<file path="src/hw/rtl/ddt_ram.sv">
`default_nettype none
module ddt_ram #(
  parameter int WIDTH = 8,
  parameter int DEPTH = 16
) (
  input  wire logic                     clk,
  input  wire logic                     we,
  input  wire logic [$clog2(DEPTH)-1:0] waddr,
  input  wire logic [WIDTH-1:0]         wdata,
  input  wire logic [$clog2(DEPTH)-1:0] raddr,
  output logic      [WIDTH-1:0]         rdata
);

  logic [WIDTH-1:0] mem [DEPTH];

  // One write port, one registered read port
  always_ff @(posedge clk) begin
    if (we) begin
      mem[waddr] <= wdata;
    end
    rdata <= mem[raddr];
  end

endmodule
`default_nettype wire

</file>
<file path="config.mk">
export PLATFORM = sky130hd
export DESIGN_NAME = ddt_ram
export DESIGN_NICKNAME = d
export VERILOG_FILES = /design/src/hw/rtl/ddt_ram.sv
export SDC_FILE = /design/constraint.sdc
export NUM_CORES = 1
export LEC_CHECK = 0
export CORE_MARGIN = 2
export CORE_UTILIZATION = 60
export CTS_BUF_LIST = sky130_fd_sc_hd__clkbuf_16
export DETAILED_ROUTE_END_ITERATION = 10
export DONT_BUFFER_PORTS = 1
export PLACE_DENSITY = 0.74
export SETUP_SLACK_MARGIN = 0.2
export SYNTH_ARGS = -nofsm -noshare
export SYNTH_HDL_FRONTEND = slang
export SYNTH_SLANG_ARGS = --single-unit
</file>
<file path="constraint.sdc">
create_clock -name clk -period 2.3 [get_ports clk]
set_input_delay 0.46 -clock clk [delete_from_list [all_inputs] [get_ports clk]]
set_output_delay 0.46 -clock clk [all_outputs]
set_load 0.01 [all_outputs]
</file>
After elaboration in Yosys (flattened, before gate mapping)
Memory sizes are Yosys's and may differ from the RTL's. A register that Yosys moved wholly into a read port is not among the register bits.
Cells that the tools add are included.

cells by class
  multiplexer cells = 2

operators with widths
  kind    number
  $mux 1  2

storage, ports and cells
  register bits after elaboration = 0
  bits in writable memories = 128
  word-level logic and storage cells = 3
  memories = 1

memories
  memory  depth  width  read ports  clocked after memory_dff  write ports  line  source
  mem     16     8      1           1                         1            14    logic [WIDTH-1:0] mem [DEPTH];

Depth between registers and ports, before layout
  depth after elaboration = 2
  mapped depth = 5

Worst setup path after synthesis
OpenSTA, ideal clock, no wires.

  kind = in2reg
  from = input port waddr[2]
  to = memory mem[0][0] (enable)
  setup time = 0.383 ns
  arrival time = 1.570 ns
  path slack = 0.347 ns
  cell stages on the path = 2
  cell sequence = or3b_2 > nor3_1

RTL lines
  element          line  source
  start, declared  8     input wire logic [$clog2(DEPTH)-1:0] waddr,
  end, declared    14

Straight into the memory's write port.

==> run_results.csv <==
group,metric,value,unit
cells_and_area,num-fill-cells,476,
sta,report.final.slew_viol_count,0,
grt,track_usage,22.1,%
die,rows,33,
sta,clock_skew,7.00,ps
grt,grt_util_met3,5.71,%
die,die_area,9340,um2
cells_and_area,final_core_util,71.2,%
cts,cts-buffers-inserted,17,
critical_path,cp_num_buf_inv,0,
critical_path,required,2580,ps
sta,hold_ws,144,ps
place,dp_hpwl,5890,um
cts,clockBufferDepth,2,
grt,grt_pass1_wl,14700,um
sta,min_period_over_period,61.8,%
grt,met2_usage,31.3,%
flow_run,drv_cap,0,
pwr,power_leakage,1.96,nW
sta,timing.max_slew.rel_slack,49.4,%
sta,setup_violations,0,
die,io_pins,26,
cells_and_area,drive_above_1_share,23.1,%
cts,cts-root-buf,"clkbuf_16",
detailed_routing,ant_nets,0,
synthesis,synth_top_area_share,74.7,%
grt,grt_start_max_net_pins,33,
cts,clkTransAtPathRegs,60,ps
detailed_routing,drt_iter0_markers,248,
detailed_routing,routedWlPerCell,26.4,um
critical_path,crit_fanout,1,
cts,cts_resized,0,
cts,cts_sinks,136,
cells_and_area,area_delta_synth_final,14.2,%
critical_path,start_kind,"flop",
place,gp_congestion,0.767,
synthesis,synth_nets,247,
grt,gr-usage-met1,33.5,%
critical_path,critical-path-slowest-cell,"mux4_1",
sta,final.setup.tns,0,ps
synthesis,synth_top_area_cell,"edfxtp_1",
outcome,outcome,"finished clean",
die,coreArea,8260,um2
cts,clk_latency,410,ps
min_path,hold_class,"in2reg",
synthesis,syn_avg_cell_area,22.5,um2
grt,antenna_found_initial,0,
critical_path,slowest_delay,550,ps
sta,final_hold_viol_count,0,
synthesis,yosysSeqAreaShare,77.8,%
sta,period_needed,1420,ps
cts,tritoncts,"built",
die,start_util,62.3,%
synthesis,yosys-top-cells-area,"edfxtp_1 75%, mux4_2 7.9%, mux4_1 7.1%",
grt,grt-ovfl-total,0,
grt,grt-busiest-layer,"met1",
critical_path,crit_family,"multiplexers",
cts,cts_hold_buf,0,
synthesis,synth-seq-cells,136,
synthesis,syn-cell-area,5150,um2
detailed_routing,routed_via_density,6.54,
sta,max_clock_freq,0.703,GHz
detailed_routing,drc,0,
synthesis,synth_cell_types,19,
sta,rsz0062_at_grt,"false",
cells_and_area,final_nets,269,
synthesis,yosys_warnings,0,
critical_path,cp.arrival,1700,ps
critical_path,cp_cell_sequence,"mux4_1 -> a22oi_1 -> nand2_1",
synthesis,synth_cells,229,
detailed_routing,drt-total-wl,9730,um
pwr,pwr_density_cell,954,nW/um2
critical_path,crit_path_end_kind,"flop",
critical_path,critical_path_class,"reg2reg",
detailed_routing,drt-pass1-iter-count,5,
cells_and_area,diodes,0,
cts,h-tree-depth,4,
cts,cts_setup_buffers,0,
die,die_h,96.6,um
die,die_w,96.6,um
detailed_routing,via_count,2412,
grt,first_global_vias,2385,
place,port_buffers,0,
pwr,ir_worst_vdd,0.583,mV
sta,tightest_slew,757,ps
## final cells by class
cell class | instances | area (um2) | area share [%]
Clock buffer | 17 | 425 | 7.24
Clock inverter | 15 | 163 | 2.77
Multi-Input combinational cell | 83 | 1060 | 18.0
Sequential cell | 136 | 4000 | 68.1
Tap cell | 105 | 131 | 2.23
Timing Repair Buffer | 13 | 97.6 | 1.66
## state kept, by name, summed over array words and instances, names as in the netlist
name   cells
mem      128
rdata      8
## per-stage QoR
step / worst slack (ps) / power [mW] / instance area [um2] / cells
2_1_floorplan: 347 / 2.98 / 5150 / 229
5_1_grt: 740 / 5.75 / 5880 / 369
3_3_place_gp: 700 / 3.00 / 5290 / 337
3_5_place_dp: 674 / 3.00 / 5290 / 337
4_1_cts: 870 / 5.63 / 5880 / 369
6_report: 878 / 5.61 / 5880 / 369
## path summary, 6_finish.rpt
kind | endpoint | start | slack, ps | cells past startpoint
setup / recovery | rdata[5] | mem[1][5] | 880 | 3
hold reg to reg | rdata[6] | mem[14][6] | 680 | 3
setup reg to reg | rdata[5] | mem[1][5] | 880 | 3
hold / removal | mem[0][4] | wdata[4] | 140 | 0
## power by group
group | switching (mW) | internal, mW | total, mW
sequential | 0.0271 | 2.77 | 2.80
clock | 0.970 | 1.69 | 2.66
combinational | 0.0668 | 0.0827 | 0.149
total | 1.06 | 4.54 | 5.61
## cell usage after synthesis
cell	number
nand3_1	1
edfxtp_1	128
nor3_1	4
nand2b_1	2
a22oi_1	16
and2b_1	1
dfxtp_1	8
buf_6	3
nor2_1	13
or3b_2	1
buf_4	1
clkdlybuf4s25_2	3
nand2_1	9
mux4_2	18
buf_2	3
and2_1	1
mux4_1	14
nor2b_1	1
nand3b_1	2
## cell families (layout without fill, tap and decap cells)
logic type             Yosys count  in the layout  share of synthesized area [%]
DFF                            136            136                           77.8
buffers and inverters           10             45                           1.68
AOI/OAI and AO/OA               16             16                           2.33
and+or+nand+nor                 35             35                           3.18
muxes                           32             32                           15.0
## layer usage
| metal | part of all wire [%] | routed length [um] |
|---|---|---|
| met3 | 8.2 | 797 |
| met1 | 43 | 4150 |
| met4 | 2.2 | 210 |
| met2 | 47 | 4580 |
| met5 | 0 | 0 |
## worst register-to-register path, delay by kind of cell (launching register included)
family | cells | cell delay, ps
mux | 1 | 550
flops | 1 | 370
compound gates | 1 | 260
simple gates | 1 | 110
## cells in the final DEF (no fill, tap or decap), drive strengths merged, types with 4 or more instances in the layout
| cell | n |
|---|---|
| buf | 13 |
| nand2 | 9 |
| nor3 | 4 |
| clkbuf | 17 |
| dfxtp | 8 |
| a22oi | 16 |
| nor2 | 13 |
| edfxtp | 128 |
| clkinv | 8 |
| mux4 | 32 |
(Power assumes the default switching activity.)
